==> config.mk <==
export PLATFORM = sky130hd
export DESIGN_NAME = second_chance_page_replacement_unit_flat
export DESIGN_NICKNAME = d
export VERILOG_FILES = /design/src/rtl/core/scpr_pkg.sv /design/src/rtl/core/scpr_req_if.sv /design/src/rtl/core/scpr_rsp_if.sv /design/src/rtl/core/scpr_ctrl.sv /design/src/rtl/core/scpr_datapath.sv /design/src/rtl/core/second_chance_page_replacement_unit.sv /design/src/flat_wrapper.sv
export SDC_FILE = /design/constraint.sdc
export NUM_CORES = 1
export LEC_CHECK = 0
export BUFFER_PORTS_ARGS = -buffer_cell sky130_fd_sc_hd__clkbuf_2
export CORE_ASPECT_RATIO = 0.75
export CORE_MARGIN = 2
export CORE_UTILIZATION = 40
export DETAILED_ROUTE_END_ITERATION = 10
export PLACE_DENSITY_LB_ADDON = 0.3
export SYNTH_ARGS = -nofsm -noshare
export SYNTH_HDL_FRONTEND = slang
export SYNTH_HIERARCHICAL = 1
export SYNTH_SLANG_ARGS = --single-unit
export TNS_END_PERCENT = 30
==> constraint.sdc <==
create_clock -name clk -period 3.9 [get_ports clk]
set_input_delay 0.78 -clock clk [delete_from_list [all_inputs] [get_ports clk]]
set_output_delay 0.78 -clock clk [all_outputs]
set_load 0.05 [all_outputs]
==> src/rtl/core/scpr_pkg.sv <==
// Shared types and constants for the second-chance page replacement unit.
// No dependencies; every other file in rtl/core refers to it by scoped name.
`default_nettype none

package scpr_pkg;

	localparam int PAGE_W  = 16;  // page_number / evicted_page word width
	localparam int FRAME_W = 3;   // frame_index width
	localparam int FIU_W   = 4;   // frames_in_use register width
	localparam int FAULT_W = 16;  // fault_count width

	localparam int DEF_NUM_FRAMES = 8;
	localparam int DEF_PAGE_BITS  = 16;

	localparam logic [FIU_W-1:0]   FIU_RESET = 4'd8;
	localparam logic [FAULT_W-1:0] FAULT_MAX = '1;

	typedef enum logic [1:0] {
		ST_IDLE,
		ST_LOOKUP,
		ST_DECIDE,
		ST_SWEEP
	} state_t;

	// Controller to datapath commands, at most one per cycle.
	typedef struct packed {
		logic load;         // capture the accepted page
		logic lookup;       // compare against all active frames
		logic hit_commit;   // set reference bit, post hit result
		logic sweep_start;  // wrap the hand if it is out of range
		logic sweep_step;   // clear reference bit under hand, advance
		logic fill_commit;  // refill frame under hand, post fault result
	} cmd_t;

	// Datapath to controller status.
	typedef struct packed {
		logic any_match;    // lookup found the page
		logic hand_busy;    // frame under hand is valid with its bit set
	} sts_t;

endpackage

`default_nettype wire

==> src/rtl/core/scpr_req_if.sv <==
// Request channel: one page reference per word, valid/ready handshake.
// Depends on scpr_pkg for the payload width.
`default_nettype none

interface scpr_req_if;
	logic                       valid;
	logic                       ready;
	logic [scpr_pkg::PAGE_W-1:0] page_number;

	modport source (output valid, output page_number, input ready);
	modport sink   (input valid, input page_number, output ready);
endinterface

`default_nettype wire

==> src/rtl/core/scpr_rsp_if.sv <==
// Result channel: one lookup/replacement outcome per word, valid/ready handshake.
// Depends on scpr_pkg for the payload widths.
`default_nettype none

interface scpr_rsp_if;
	logic                         valid;
	logic                         ready;
	logic                         hit;
	logic [scpr_pkg::FRAME_W-1:0] frame_index;
	logic                         evicted_valid;
	logic [scpr_pkg::PAGE_W-1:0]  evicted_page;
	logic [scpr_pkg::FAULT_W-1:0] fault_count;

	modport source (output valid, output hit, output frame_index, output evicted_valid,
		output evicted_page, output fault_count, input ready);
	modport sink   (input valid, input hit, input frame_index, input evicted_valid,
		input evicted_page, input fault_count, output ready);
endinterface

`default_nettype wire

==> src/rtl/core/scpr_ctrl.sv <==
// Controller state machine: sequences accept, lookup, decide and sweep/fill.
// Depends on scpr_pkg for state_t, cmd_t and sts_t; drives the datapath by command.
`default_nettype none

module scpr_ctrl (
	input  wire              clk,
	input  wire              arst_n,
	input  wire              in_valid,
	output logic             in_ready,
	output logic             out_valid,
	input  wire              out_ready,
	input  scpr_pkg::sts_t   sts,
	output scpr_pkg::cmd_t   cmd
);

	scpr_pkg::state_t state_q, state_d;
	logic             out_valid_q;
	logic             out_free;

	assign out_free  = !out_valid_q || out_ready;
	assign out_valid = out_valid_q;

	always_ff @(posedge clk or negedge arst_n) begin
		if (!arst_n) begin
			state_q     <= scpr_pkg::ST_IDLE;
			out_valid_q <= 1'b0;
		end else begin
			state_q <= state_d;
			if (cmd.hit_commit || cmd.fill_commit) begin
				out_valid_q <= 1'b1;
			end else if (out_ready) begin
				out_valid_q <= 1'b0;
			end
		end
	end

	always_comb begin
		state_d  = state_q;
		cmd      = '0;
		in_ready = 1'b0;
		case (state_q)
			scpr_pkg::ST_IDLE: begin
				in_ready = 1'b1;
				if (in_valid) begin
					cmd.load = 1'b1;
					state_d  = scpr_pkg::ST_LOOKUP;
				end
			end
			scpr_pkg::ST_LOOKUP: begin
				cmd.lookup = 1'b1;
				state_d    = scpr_pkg::ST_DECIDE;
			end
			scpr_pkg::ST_DECIDE: begin
				if (sts.any_match) begin
					// hold until the result register can take the word
					if (out_free) begin
						cmd.hit_commit = 1'b1;
						state_d        = scpr_pkg::ST_IDLE;
					end
				end else begin
					cmd.sweep_start = 1'b1;
					state_d         = scpr_pkg::ST_SWEEP;
				end
			end
			scpr_pkg::ST_SWEEP: begin
				if (sts.hand_busy) begin
					cmd.sweep_step = 1'b1;
				end else if (out_free) begin
					cmd.fill_commit = 1'b1;
					state_d         = scpr_pkg::ST_IDLE;
				end
			end
			default: begin
				state_d = scpr_pkg::ST_IDLE;
			end
		endcase
	end

endmodule

`default_nettype wire

==> src/rtl/core/scpr_datapath.sv <==
// Datapath: frame table, parallel page compare, clock hand, fault counter,
// frames_in_use register and result register. Depends on scpr_pkg.
`default_nettype none

module scpr_datapath #(
	parameter int NUM_FRAMES = scpr_pkg::DEF_NUM_FRAMES,
	parameter int PAGE_BITS  = scpr_pkg::DEF_PAGE_BITS
) (
	input  wire                          clk,
	input  wire                          arst_n,
	input  wire                          cfg_wr_en,
	input  wire [scpr_pkg::FIU_W-1:0]    cfg_wr_data,
	input  wire [scpr_pkg::PAGE_W-1:0]   page_number,
	input  scpr_pkg::cmd_t               cmd,
	output scpr_pkg::sts_t               sts,
	output logic                         res_hit,
	output logic [scpr_pkg::FRAME_W-1:0] res_frame,
	output logic                         res_ev_valid,
	output logic [scpr_pkg::PAGE_W-1:0]  res_ev_page,
	output logic [scpr_pkg::FAULT_W-1:0] res_fault
);

	localparam int STORE_W = (PAGE_BITS < scpr_pkg::PAGE_W) ? PAGE_BITS : scpr_pkg::PAGE_W;
	localparam int IW      = (NUM_FRAMES > 1) ? $clog2(NUM_FRAMES) : 1;
	localparam int AW      = IW + 1;
	localparam int MW      = (AW > scpr_pkg::FIU_W) ? AW : scpr_pkg::FIU_W;

	logic [STORE_W-1:0]           page_tbl_q [NUM_FRAMES];
	logic [NUM_FRAMES-1:0]        valid_q;
	logic [NUM_FRAMES-1:0]        ref_q;
	logic [NUM_FRAMES-1:0]        match_q;
	logic [IW-1:0]                hand_q;
	logic [scpr_pkg::FAULT_W-1:0] fault_q;
	logic [scpr_pkg::FIU_W-1:0]   fiu_q;
	logic [STORE_W-1:0]           page_q;

	logic [MW-1:0]                fiu_w;
	logic [AW-1:0]                n_eff;
	logic [IW-1:0]                first_idx;
	logic [IW-1:0]                hand_adv;
	logic [AW-1:0]                hand_inc;
	logic [scpr_pkg::FAULT_W-1:0] fault_inc;
	logic [IW+2:0]                first_wide;
	logic [IW+2:0]                hand_wide;

	// Clamp frames_in_use to 1..NUM_FRAMES.
	always_comb begin
		fiu_w = MW'(fiu_q);
		if (fiu_w == '0) begin
			n_eff = AW'(1);
		end else if (fiu_w > MW'(NUM_FRAMES)) begin
			n_eff = AW'(NUM_FRAMES);
		end else begin
			n_eff = AW'(fiu_w);
		end
	end

	// Lowest-numbered match wins.
	always_comb begin
		first_idx = '0;
		for (int i = NUM_FRAMES - 1; i >= 0; i--) begin
			if (match_q[i]) begin
				first_idx = IW'(i);
			end
		end
	end

	assign hand_inc  = AW'(hand_q) + AW'(1);
	assign hand_adv  = (hand_inc >= n_eff) ? '0 : hand_inc[IW-1:0];
	assign fault_inc = (fault_q == scpr_pkg::FAULT_MAX) ? fault_q : fault_q + 1'b1;
	assign first_wide = (IW+3)'(first_idx);
	assign hand_wide  = (IW+3)'(hand_q);

	assign sts.any_match = |match_q;
	assign sts.hand_busy = valid_q[hand_q] && ref_q[hand_q];

	// Control state.
	always_ff @(posedge clk or negedge arst_n) begin
		if (!arst_n) begin
			valid_q <= '0;
			ref_q   <= '0;
			hand_q  <= '0;
			fault_q <= '0;
			fiu_q   <= scpr_pkg::FIU_RESET;
		end else begin
			if (cfg_wr_en) begin
				fiu_q <= cfg_wr_data;
			end
			if (cmd.hit_commit) begin
				ref_q[first_idx] <= 1'b1;
			end
			if (cmd.sweep_start && (AW'(hand_q) >= n_eff)) begin
				hand_q <= '0;
			end
			if (cmd.sweep_step) begin
				ref_q[hand_q] <= 1'b0;
				hand_q        <= hand_adv;
			end
			if (cmd.fill_commit) begin
				valid_q[hand_q] <= 1'b1;
				ref_q[hand_q]   <= 1'b0;
				hand_q          <= hand_adv;
				fault_q         <= fault_inc;
			end
		end
	end

	// Payload: page table, compare vector and result word.
	always_ff @(posedge clk) begin
		if (cmd.load) begin
			page_q <= page_number[STORE_W-1:0];
		end
		if (cmd.lookup) begin
			for (int i = 0; i < NUM_FRAMES; i++) begin
				match_q[i] <= valid_q[i] && (page_tbl_q[i] == page_q) && (AW'(i) < n_eff);
			end
		end
		if (cmd.hit_commit) begin
			res_hit      <= 1'b1;
			res_frame    <= first_wide[scpr_pkg::FRAME_W-1:0];
			res_ev_valid <= 1'b0;
			res_ev_page  <= '0;
			res_fault    <= fault_q;
		end
		if (cmd.fill_commit) begin
			page_tbl_q[hand_q] <= page_q;
			res_hit      <= 1'b0;
			res_frame    <= hand_wide[scpr_pkg::FRAME_W-1:0];
			res_ev_valid <= valid_q[hand_q];
			res_ev_page  <= valid_q[hand_q] ? scpr_pkg::PAGE_W'(page_tbl_q[hand_q]) : '0;
			res_fault    <= fault_inc;
		end
	end

endmodule

`default_nettype wire

==> src/rtl/core/second_chance_page_replacement_unit.sv <==
// Top level of the second-chance (clock) page replacement unit.
// Depends on scpr_pkg, scpr_req_if, scpr_rsp_if, scpr_ctrl and scpr_datapath.
//
// Each request word carries one page reference; each produces exactly one result word.
// The page is compared in parallel against all active valid frames (the first
// frames_in_use frames, clamped to 1..NUM_FRAMES). On a hit the lowest matching frame gets
// its reference bit set and nothing else changes. On a miss the clock hand sweeps one
// frame per cycle, clearing set reference bits, until it reaches an empty frame or one
// with a clear bit; that frame is refilled, the hand advances past it and the saturating
// fault count is bumped. One item is in work at a time: a hit passes through accept, compare
// and decide before its result is registered; a miss passes through accept, compare and
// decide, then the sweep of the clock hand and the refill that registers its result.
// A hit or a refill waits while an earlier result still waits unaccepted in the result
// register. The result register frees the request side: the next word is taken while
// a finished result still waits on the result channel.
// Write frames_in_use only while the unit is idle. The page table has no reset; frame
// valid bits, reference bits, hand and fault count clear on reset.
`default_nettype none

module second_chance_page_replacement_unit #(
	parameter int NUM_FRAMES = scpr_pkg::DEF_NUM_FRAMES,
	parameter int PAGE_BITS  = scpr_pkg::DEF_PAGE_BITS
) (
	input  wire                        clk,
	input  wire                        arst_n,
	input  wire                        cfg_wr_en,
	input  wire [scpr_pkg::FIU_W-1:0]  cfg_wr_data,
	scpr_req_if.sink                   req,
	scpr_rsp_if.source                 rsp
);

	scpr_pkg::cmd_t cmd;
	scpr_pkg::sts_t sts;

	// Sequence each word: accept, compare, then hit or sweep.
	scpr_ctrl u_ctrl (
		.clk       (clk),
		.arst_n    (arst_n),
		.in_valid  (req.valid),
		.in_ready  (req.ready),
		.out_valid (rsp.valid),
		.out_ready (rsp.ready),
		.sts       (sts),
		.cmd       (cmd)
	);

	// Frame table, hand, counters and the result register.
	scpr_datapath #(
		.NUM_FRAMES (NUM_FRAMES),
		.PAGE_BITS  (PAGE_BITS)
	) u_datapath (
		.clk          (clk),
		.arst_n       (arst_n),
		.cfg_wr_en    (cfg_wr_en),
		.cfg_wr_data  (cfg_wr_data),
		.page_number  (req.page_number),
		.cmd          (cmd),
		.sts          (sts),
		.res_hit      (rsp.hit),
		.res_frame    (rsp.frame_index),
		.res_ev_valid (rsp.evicted_valid),
		.res_ev_page  (rsp.evicted_page),
		.res_fault    (rsp.fault_count)
	);

	// At most one command per cycle.
	assert property (@(posedge clk) disable iff (!arst_n)
		$onehot0({cmd.load, cmd.lookup, cmd.hit_commit, cmd.sweep_start,
			cmd.sweep_step, cmd.fill_commit}))
		else $error("controller issued more than one command");

	// A captured page is always compared on the next cycle.
	assert property (@(posedge clk) disable iff (!arst_n)
		cmd.load |=> cmd.lookup)
		else $error("lookup did not follow load");

	// Refill only a frame that the sweep may take.
	assert property (@(posedge clk) disable iff (!arst_n)
		cmd.fill_commit |-> !sts.hand_busy)
		else $error("refill of a frame with its reference bit set");

	// A posted result shows up on the result channel.
	assert property (@(posedge clk) disable iff (!arst_n)
		(cmd.hit_commit || cmd.fill_commit) |=> rsp.valid)
		else $error("result word lost");

	// No request is taken while a miss is still being swept.
	assert property (@(posedge clk) disable iff (!arst_n)
		(cmd.sweep_start || cmd.sweep_step) |-> !req.ready)
		else $error("request accepted during sweep");

endmodule

`default_nettype wire
==> src/flat_wrapper.sv <==
// flat-port wrapper written by rule: the top's interface ports become plain ports
module second_chance_page_replacement_unit_flat 
#(
	parameter int NUM_FRAMES = scpr_pkg::DEF_NUM_FRAMES,
	parameter int PAGE_BITS  = scpr_pkg::DEF_PAGE_BITS
)
  (clk, arst_n, cfg_wr_en, cfg_wr_data, req_valid, req_page_number, req_ready, rsp_valid, rsp_hit, rsp_frame_index, rsp_evicted_valid, rsp_evicted_page, rsp_fault_count, rsp_ready);
  scpr_req_if req_i ();
  scpr_rsp_if rsp_i ();
  input  wire clk;
  input  wire arst_n;
  input  wire cfg_wr_en;
  input  wire [scpr_pkg::FIU_W-1:0] cfg_wr_data;
  input wire logic [$bits(req_i.valid)-1:0] req_valid;
  input wire logic [$bits(req_i.page_number)-1:0] req_page_number;
  output wire logic [$bits(req_i.ready)-1:0] req_ready;
  output wire logic [$bits(rsp_i.valid)-1:0] rsp_valid;
  output wire logic [$bits(rsp_i.hit)-1:0] rsp_hit;
  output wire logic [$bits(rsp_i.frame_index)-1:0] rsp_frame_index;
  output wire logic [$bits(rsp_i.evicted_valid)-1:0] rsp_evicted_valid;
  output wire logic [$bits(rsp_i.evicted_page)-1:0] rsp_evicted_page;
  output wire logic [$bits(rsp_i.fault_count)-1:0] rsp_fault_count;
  input wire logic [$bits(rsp_i.ready)-1:0] rsp_ready;
  assign req_i.valid = req_valid;
  assign req_i.page_number = req_page_number;
  assign req_ready = req_i.ready;
  assign rsp_valid = rsp_i.valid;
  assign rsp_hit = rsp_i.hit;
  assign rsp_frame_index = rsp_i.frame_index;
  assign rsp_evicted_valid = rsp_i.evicted_valid;
  assign rsp_evicted_page = rsp_i.evicted_page;
  assign rsp_fault_count = rsp_i.fault_count;
  assign rsp_i.ready = rsp_ready;
  second_chance_page_replacement_unit #(.NUM_FRAMES(NUM_FRAMES), .PAGE_BITS(PAGE_BITS)) u_core (.clk(clk), .arst_n(arst_n), .cfg_wr_en(cfg_wr_en), .cfg_wr_data(cfg_wr_data), .req(req_i), .rsp(rsp_i));
endmodule
# Yosys cells after proc, flatten, opt, wreduce, memory -nomap -nowiden
# Memories as Yosys holds them, arrays and structs flattened.
# Index checks and enable logic that the tools add are counted.
dict set report classes {
  n_addsub 2
  order_cmp 15
  eq_ne 14
  n_reduce_logical 30
  muxes 55
  n_div 0
  shift 0
  mul 0
  bitwise 5
}
# op n
set ops {}
lappend ops {{$eq A16 B16 Y1} 8}
lappend ops {{$mux W16} 6}
lappend ops {{$mux W3} 14}
lappend ops {{$mux W8} 3}
lappend ops {{$logic_and A1 B1 Y1} 20}
lappend ops {{$mux W1} 19}
lappend ops {{$add A16 B1 Y16 const B} 1}
lappend ops {{$and A8 B8 Y8} 2}
lappend ops {{$eq A16 B16 Y1 const B} 1}
lappend ops {{$lt A3 B4 Y1 const A} 4}
lappend ops {{$or A8 B8 Y8} 2}
lappend ops {{$mux W2} 6}
lappend ops {{$lt A1 B4 Y1 const A} 2}
lappend ops {{$lt A2 B4 Y1 const A} 2}
lappend ops {{$lt A3 B4 Y1 const B} 2}
lappend ops {{$mux W4} 2}
lappend ops {{$not A8 Y8} 1}
lappend ops {{$pmux W2 S4} 1}
lappend ops {{$reduce_or A8 Y1} 1}
lappend ops {{$bmux W1 S3} 2}
lappend ops {{$demux W1 S3} 2}
lappend ops {{$ge A3 B1 Y1 const B} 2}
lappend ops {{$add A3 B1 Y4 const B} 1}
lappend ops {{$eq A2 B2 Y1 const B} 2}
lappend ops {{12 further kinds} 15}
dict set report word_totals {
  in_bits 25
  ram_bits 128
  n_memories 1
  romBits 0
  latchBits 0
  out_inout_bits 39
  ff_bits 103
}
# name words word_bits rd rd_ports_with_merged_regs write_ports line_no
set memory_table {}
lappend memory_table {u_core.u_datapath.page_tbl_q 8 16 9 0 1 scpr_datapath.sv:28} ;# logic [STORE_W-1:0] page_tbl_q [NUM_FRAMES];

# Longest topological paths before layout
# Gate-level depths: netlist of run 1.
dict set report logic_depth {
  depth_word 18
  ltp_mapped 12
  ltp_nobuf 9
}

# Modules after synthesis
# The synthesis of run 1 kept the hierarchy.
# mod area_each_um2 n_inst cells_each seq_area_each_um2
set modules_own_cells {}
lappend modules_own_cells {scpr_datapath 10536.4 1 754 6642.6}
lappend modules_own_cells {scpr_ctrl 230.2 1 25 75.1}

# Least setup slack after synthesis of run 1
# No wires, ideal clock.
dict set report synth_timing {
  path_kind {register to register}
  start {register u_core.u_datapath.hand_q[0]}
  end {memory u_core/u_datapath/page_tbl_q[0][0] (netlist bit) (enable)}
  slack_ns 0.347
  path_stages_with_launch 10
  synth_period_minus_slack_ns 3.553
  arrival_time_ns 3.143
  n_path_buf 3
  required_time_ns 3.489
  setup_time_ns 0.411
  path_cell_list {dfrtp_1 -> buf_2 -> buf_2 -> mux4_2 -> nor2_1 -> nor3_1 -> nor3_1 -> buf_2 -> nand2_1 -> nor3_1}
}
# item line_no
set synth_rtl {}
lappend synth_rtl {{start, declared} scpr_datapath.sv:32} ;# logic [IW-1:0] hand_q;
lappend synth_rtl {{start signal, assigned} scpr_datapath.sv:97} ;# hand_q <= hand_adv;
lappend synth_rtl {{start signal, assigned} scpr_datapath.sv:102} ;# hand_q <= hand_adv;
lappend synth_rtl {{end, declared} scpr_datapath.sv:28}

==> run_results.csv, run 1 <==
group,metric,value,unit
timing,worst_pin_slew,0.990,ns
timing,max_freq,320,MHz
setup_path,required,4.17,ns
timing,fin_skew,0.0133,ns
global_route,grt_pass1_vias,6792,
clock_network,cts.sinks,231,
placement,dp_slack,0.816,ns
setup_path,cp-end-kind,"register",
timing,rsz0062_at_grt,"false",
clock_network,root_buffer,"clkbuf_16",
global_route,use_met3,7.02,%
route,wl_per_cell,23.8,um
synthesis,syn-num-nets,814,
global_route,antenna_found_initial,0,
global_route,grt_pass1_wl,43.7,mm
flow_run,max_cap_viol_count,0,
cells_and_area,final_cell_mix,"188 x edfxtp_1, 95 x xnor2_1, 63 x clkbuf_2",
clock_network,hold_buffers,0,
floorplan,fp.coreArea,0.0262,sq mm
route,drc,0,
floorplan,num_rows,51,
route,vias,6876,
power_and_ir_drop,power,8350,uW
route,viasPerCell,5.67,
global_route,grt_use_met2,28.6,%
cells_and_area,antennaDiodeCount,0,
global_route,grt_use_total,20.5,%
setup_path,path_buf_inv,2,
power_and_ir_drop,power_leakage,0.00435,uW
global_route,grt_start_max_net_pins,37,
route,drt_pass1_iterations,5,
power_and_ir_drop,power.density,677,mW/mm^2
setup_path,cpPeakStageDelay,0.49,ns
setup_path,cp-start-kind,"register",
cells_and_area,final_common_cell,"edfxtp_1",
floorplan,die_h,146,um
route,ant_nets,0,
synthesis,syn_avg_cell_area,13.8,sq um
timing,finalSetupTns,0,ns
clock_network,clk_latency,0.53,ns
synthesis,synth_compound_area_share,6.78,%
route,drt_iter0_drc,847,
clock_network,cts_inserted_buffers,25,
global_route,busiest_layer,"met1",
run_status,outcome,"complete, no violations",
placement,port_buffers,63,
placement,gp_congestion,0.895,
synthesis,yosys.area.top_type,"edfxtp_1",
global_route,gr-usage-met1,30.5,%
synthesis,synth-edff-count,188,
synthesis,synth_xor_area_share,11.2,%
timing,finalHoldViolations,0,
synthesis,synthArstFlopShare,18.2,%
clock_network,path_clk_slew,0.06,ns
cells_and_area,final_util,47.0,%
synthesis,syn_area,0.0108,sq mm
clock_network,cts.htree.levels,1,
synthesis,synth.ff_latch_count,231,
synthesis,seq_area_frac_synth,62.4,%
timing,period_share,80.2,%
clock_network,clockBufferDepth,3,
timing,setup_viol_count_final,0,
timing,finalMaxSlewViolations,0,
timing,hold-worst-slack,0.137,ns
synthesis,ys_warn_count,6,
clock_network,cts_tree,"built",
route,wl,28.9,mm
synthesis,syn_inst,779,
floorplan,start_util,41.1,%
setup_path,critical_path.max_fanout,18,
setup_path,path_delay_family,"simple AND/OR/NAND/NOR gates",
timing,fin_ws,0.773,ns
timing,period_needed,3.13,ns
setup_path,cp_slowest_cell,"dfrtp_2",
synthesis,synth.distinct_cells,70,
floorplan,io_pins,64,
floorplan,dieArea,0.0283,sq mm
global_route,gr-total-overflow,0,
clock_network,cts_resized,0,
setup_path,path_class,"register to register",
cells_and_area,num-nets-final,889,
synthesis,synth_top_area_share,52.4,%
synthesis,synth_area_leaders,"edfxtp_1 52%, dfrtp_1 9.5%, xnor2_1 7.7%",
synthesis,yosys.area_share.simple,9.92,%
timing,slew_headroom,34.0,%
placement,dp_hpwl,20.1,mm
cells_and_area,drive_above_1_share,21.4,%
cells_and_area,area_growth,14.4,%
hold_path,hold_class,"input port to async pin",
synthesis,synth_top_family_by_area,"XOR/XNOR gates",
setup_path,path_cells,"buf_4, mux2i_1, nand3_1, nand3_1, nor3_1, nor3_2, buf_4, and3_1, nor4b_1, nand4_1, mux2_2",
synthesis,synth_top_flop_cell,"edfxtp_1",
power_and_ir_drop,irDropWorstVdd,0.408,mV
setup_path,arrival,3.40,ns
clock_network,postCtsSetupBuffers,0,
synthesis,synthMuxAreaShare,6.12,%
synthesis,synthAdderAreaFrac,1.16,%
floorplan,die_x,193,um
==> synthesized netlist by cell type, types with 11 or more instances <==
library cell and count:
nand3_1 16, o21ai_0 12, a21oi_1 25, xnor2_1 95, clkbuf_1 14, nor2_1 34, nand2_1 36, mux4_2 16
edfxtp_1 188, mux2_2 14, or2_2 11, nand4_1 27, dfrtp_1 41, nor4_1 16, xor2_1 43, mux2i_1 13
a31oi_1 12, inv_1 11, buf_2 25
==> flip-flops by register name, indices dropped and copies added (netlist names) <==
signal and cells:
u_core/u_datapath/res_frame 3, u_core/u_datapath/res_fault 16, u_core/u_datapath/hand_q 3, u_core/u_datapath/res_hit 1
u_core/u_datapath/fault_q 16, u_core/u_ctrl/state_q 2, u_core/u_datapath/valid_q 8, u_core/u_datapath/res_ev_valid 1
u_core/u_ctrl/out_valid 1, u_core/u_datapath/fiu_q 4, u_core/u_datapath/page_tbl_q 128, u_core/u_datapath/match_q 8
u_core/u_datapath/ref_q 8, u_core/u_datapath/page_q 16, u_core/u_datapath/res_ev_page 16
==> per-stage QoR <==
| stage | cell area [sq um] | cells |
|---|---|---|
| after CTS | 12300 | 1213 |
| after global placement | 11600 | 1171 |
| after floorplan | 10800 | 779 |
| after global routing | 12300 | 1213 |
| after detailed placement | 11600 | 1171 |
| final | 12300 | 1213 |
==> layout make-up <==
cell class / instances / area (sq um)
Multi-Input combinational cell: 492 / 3800
Fill cell: 2296 / 13900
Clock buffer: 33 / 687
Inverter: 12 / 45.0
Sequential cell: 231 / 6720
Tap cell: 344 / 430
Timing Repair Buffer: 92 / 558
Clock inverter: 9 / 76.3
==> path summary, 6_finish.rpt <==
kind | from | end | slack, ns | cells after the start
setup / recovery | u_core/u_datapath/hand_q[0] | u_core/u_datapath/res_fault[15] | 0.77 | 11
hold / removal | arst_n | u_core/u_datapath/fault_q[11] | 0.14 | 1
setup reg to reg | u_core/u_datapath/hand_q[0] | u_core/u_datapath/res_fault[15] | 0.77 | 11
hold reg to reg | u_core/u_datapath/res_hit | u_core/u_datapath/res_hit | 0.48 | 2
max in group asynchronous | arst_n | u_core/u_datapath/fiu_q[3] | 3.00 | 2
min in group clk | req_page_number[0] | u_core/u_datapath/page_q[0] | 0.43 | 1
==> kinds of logic (layout without fill, tap and decap cells) <==
| group | after synthesis | after routing |
|---|---|---|
| buf+inv | 56 | 146 |
| xor+xnor | 138 | 138 |
| compound gates | 107 | 107 |
| simple gates | 193 | 193 |
| mux | 44 | 44 |
| flops | 231 | 231 |
| fa+ha+maj | 10 | 10 |
==> where the power goes <==
part | switching (uW) | leakage, uW | internal (uW)
sequential | 354 | 0.00228 | 3150
clock | 954 | 0.000382 | 1300
combinational | 1730 | 0.00168 | 855
total | 3040 | 0.00435 | 5300
==> metal layers <==
metal	routed length, um	vias to the layer above	part of all wire (%)
met5	0	-	0
met4	615	0	2.1
met3	2980	41	10
met2	12100	283	42
met1	13200	3475	46
li1	-	3077	-
==> worst register-to-register path, cell delays in order (launching register included) <==
cell     delay (ns)
dfrtp_2        0.49
buf_4          0.33
mux2i_1        0.22
nand3_1        0.11
nand3_1        0.12
nor3_1         0.11
nor3_2         0.18
buf_4          0.23
and3_1         0.35
nor4b_1        0.29
nand4_1        0.14
mux2_2         0.30
(Power assumes the default switching activity.)
==> run 2, diff against run 1 <==
Clock period 3.9 ns to 3.3 ns, I/O delays scaled along.
==> run 2 against run 1 <==
  * Fmax increased by 9.1%
  * Global-route usage decreased by 0.52 points
  * Critical path depth decreased by 3
  * Clock skew decreased by 0.0045 ns
  * First-iteration DRC count decreased by 8.4%
  * Clock power increased by 17%
  * Total power increased by 19%
==> run_results.csv, run 2 (synthesized netlist as in run 1, its figures left out) <==
group,metric,value,unit
clock_network,hold_buffers,0,
floorplan,fp.coreArea,0.0262,sq mm
cells_and_area,top_register,"u_core/u_datapath/page_tbl_q",
global_route,gr-total-overflow,0,
route,wl,28.4,mm
floorplan,num_rows,51,
global_route,grt_pass1_wl,42.4,mm
cells_and_area,seqCellArea,0.00672,sq mm
power_and_ir_drop,comb_power_share,32.1,%
route,ant_nets,0,
clock_network,postCtsSetupBuffers,0,
timing,rsz0062_at_grt,"false",
timing,finalMaxSlewViolations,0,
timing,worst_pin_slew,0.854,ns
clock_network,root_buffer,"clkbuf_16",
cells_and_area,area_growth,15.4,%
power_and_ir_drop,irDropWorstVdd,0.502,mV
timing,slew_headroom,41.6,%
route,drt_iter0_drc,776,
route,viasPerCell,5.52,
setup_path,cpPeakStageDelay,0.56,ns
setup_path,cp_slowest_cell,"dfrtp_2",
power_and_ir_drop,power_leakage,0.00441,uW
timing,period_share,86.9,%
run_status,outcome,"complete, no violations",
route,vias,6803,
route,drc,0,
timing,max_freq,349,MHz
timing,setup_viol_count_final,0,
power_and_ir_drop,netSwitchingPower,3580,uW
power_and_ir_drop,sequentialPowerShare,41.2,%
cells_and_area,num-nets-final,907,
hold_path,hold_class,"input port to async pin",
clock_network,clockBufferDepth,3,
route,drt_pass1_iterations,7,
floorplan,io_pins,64,
timing,finalHoldViolations,0,
global_route,grt_use_total,20.0,%
cells_and_area,largest_reg_flops,128,
placement,dp_slack,0.424,ns
clock_network,cts_tree,"built",
timing,period_needed,2.87,ns
cells_and_area,drive_above_1_share,22.6,%
floorplan,die_h,146,um
clock_network,cts.sinks,231,
setup_path,arrival,3.21,ns
setup_path,path_class,"register to register",
cells_and_area,final_common_cell,"edfxtp_1",
global_route,grt_pass1_vias,6508,
clock_network,cts.htree.levels,1,
route,wl_per_cell,23.0,um
cells_and_area,antennaDiodeCount,0,
clock_network,path_clk_slew,0.06,ns
setup_path,cp-start-kind,"register",
cells_and_area,final_util,47.4,%
flow_run,max_cap_viol_count,0,
clock_network,cts_inserted_buffers,25,
power_and_ir_drop,power.density,797,mW/mm^2
timing,fin_skew,0.00888,ns
power_and_ir_drop,swShare,36.2,%
power_and_ir_drop,clockPowerShare,26.7,%
clock_network,cts_resized,0,
floorplan,die_x,193,um
power_and_ir_drop,internal-power,6320,uW
floorplan,start_util,41.1,%
clock_network,clk_latency,0.52,ns
cells_and_area,final_cell_mix,"188 x edfxtp_1, 95 x xnor2_1, 63 x clkbuf_2",
placement,port_buffers,63,
timing,finalSetupTns,0,ns
cells_and_area,nFillCells,2300,
cells_and_area,multi_input_comb_area,0.00380,sq mm
timing,fin_ws,0.433,ns
floorplan,dieArea,0.0283,sq mm
global_route,grt_start_max_net_pins,43,
setup_path,critical_path.max_fanout,15,
placement,gp_congestion,0.945,
setup_path,path_cells,"mux4_2, nor2_1, nor3_1, nor3_2, nand2_1, nor4_2, a31oi_1, a41oi_1",
setup_path,cp-end-kind,"register",
setup_path,required,3.65,ns
placement,dp_hpwl,20.4,mm
global_route,antenna_found_initial,0,
-- run 2: critical path: cells and delay by family (launching register included) --
kind	cells	cell delay, ns
mux	1	0.55
simple gates	5	1.21
flops	1	0.56
compound gates	2	0.35
-- run 2: path summary, 6_finish.rpt --
kind / startpoint / to / slack [ns] / cells after the start
max: u_core/u_datapath/hand_q[0] / u_core/u_datapath/res_fault[14] / 0.43 / 8
min reg2reg: u_core/u_datapath/res_hit / u_core/u_datapath/res_hit / 0.48 / 2
max reg2reg: u_core/u_datapath/hand_q[0] / u_core/u_datapath/res_fault[14] / 0.43 / 8
min in group clk: req_page_number[13] / u_core/u_datapath/page_q[13] / 0.31 / 1
min: arst_n / u_core/u_datapath/valid_q[0] / 0.17 / 1
max in group asynchronous: arst_n / u_core/u_datapath/fault_q[7] / 2.50 / 2
-- run 2: layer usage --
| metal | vias up | GRT usage, % | wire length [um] |
|---|---|---|---|
| met5 | - | 0 | 0 |
| met4 | 0 | 4.89 | 654 |
| met3 | 40 | 5.96 | 2940 |
| met2 | 301 | 27.1 | 11300 |
| met1 | 3350 | 31.1 | 13400 |
| li1 | 3112 | - | - |
-- run 2: power by group through the flow --
| stage | logic [uW] | clock network (uW) | registers, uW |
|---|---|---|---|
| final | 3170 | 2650 | 4080 |
| after global placement | 3150 | 0 | 4130 |
| after CTS | 3160 | 2710 | 4080 |
| after detailed placement | 3150 | 0 | 4140 |
| after floorplan | 1770 | 0 | 4500 |
| after global routing | 3390 | 2810 | 4140 |
-- run 2: final cells by class --
| class | instances | share of cell area (%) |
|---|---|---|
| clock inverter | 9 | 0.584 |
| timing repair buffer | 110 | 5.38 |
| tap | 344 | 3.46 |
| multi-input combinational | 492 | 30.6 |
| sequential | 231 | 54.1 |
| clock buffer | 34 | 5.56 |
| inverter | 12 | 0.362 |
-- run 2: metrics by stage --
| step | power [uW] | instances | area, sq um | hold slack, ns |
|---|---|---|---|---|
| finish | 9900 | 1232 | 12400 | 0.171 |
| global route | 10300 | 1232 | 12400 | 0.208 |
| CTS | 9950 | 1232 | 12400 | 0.179 |
| detailed placement | 7290 | 1189 | 11700 | 0.472 |
| global placement | 7280 | 1189 | 11700 | 0.469 |
| floorplan | 6270 | 779 | 10800 | 0.364 |
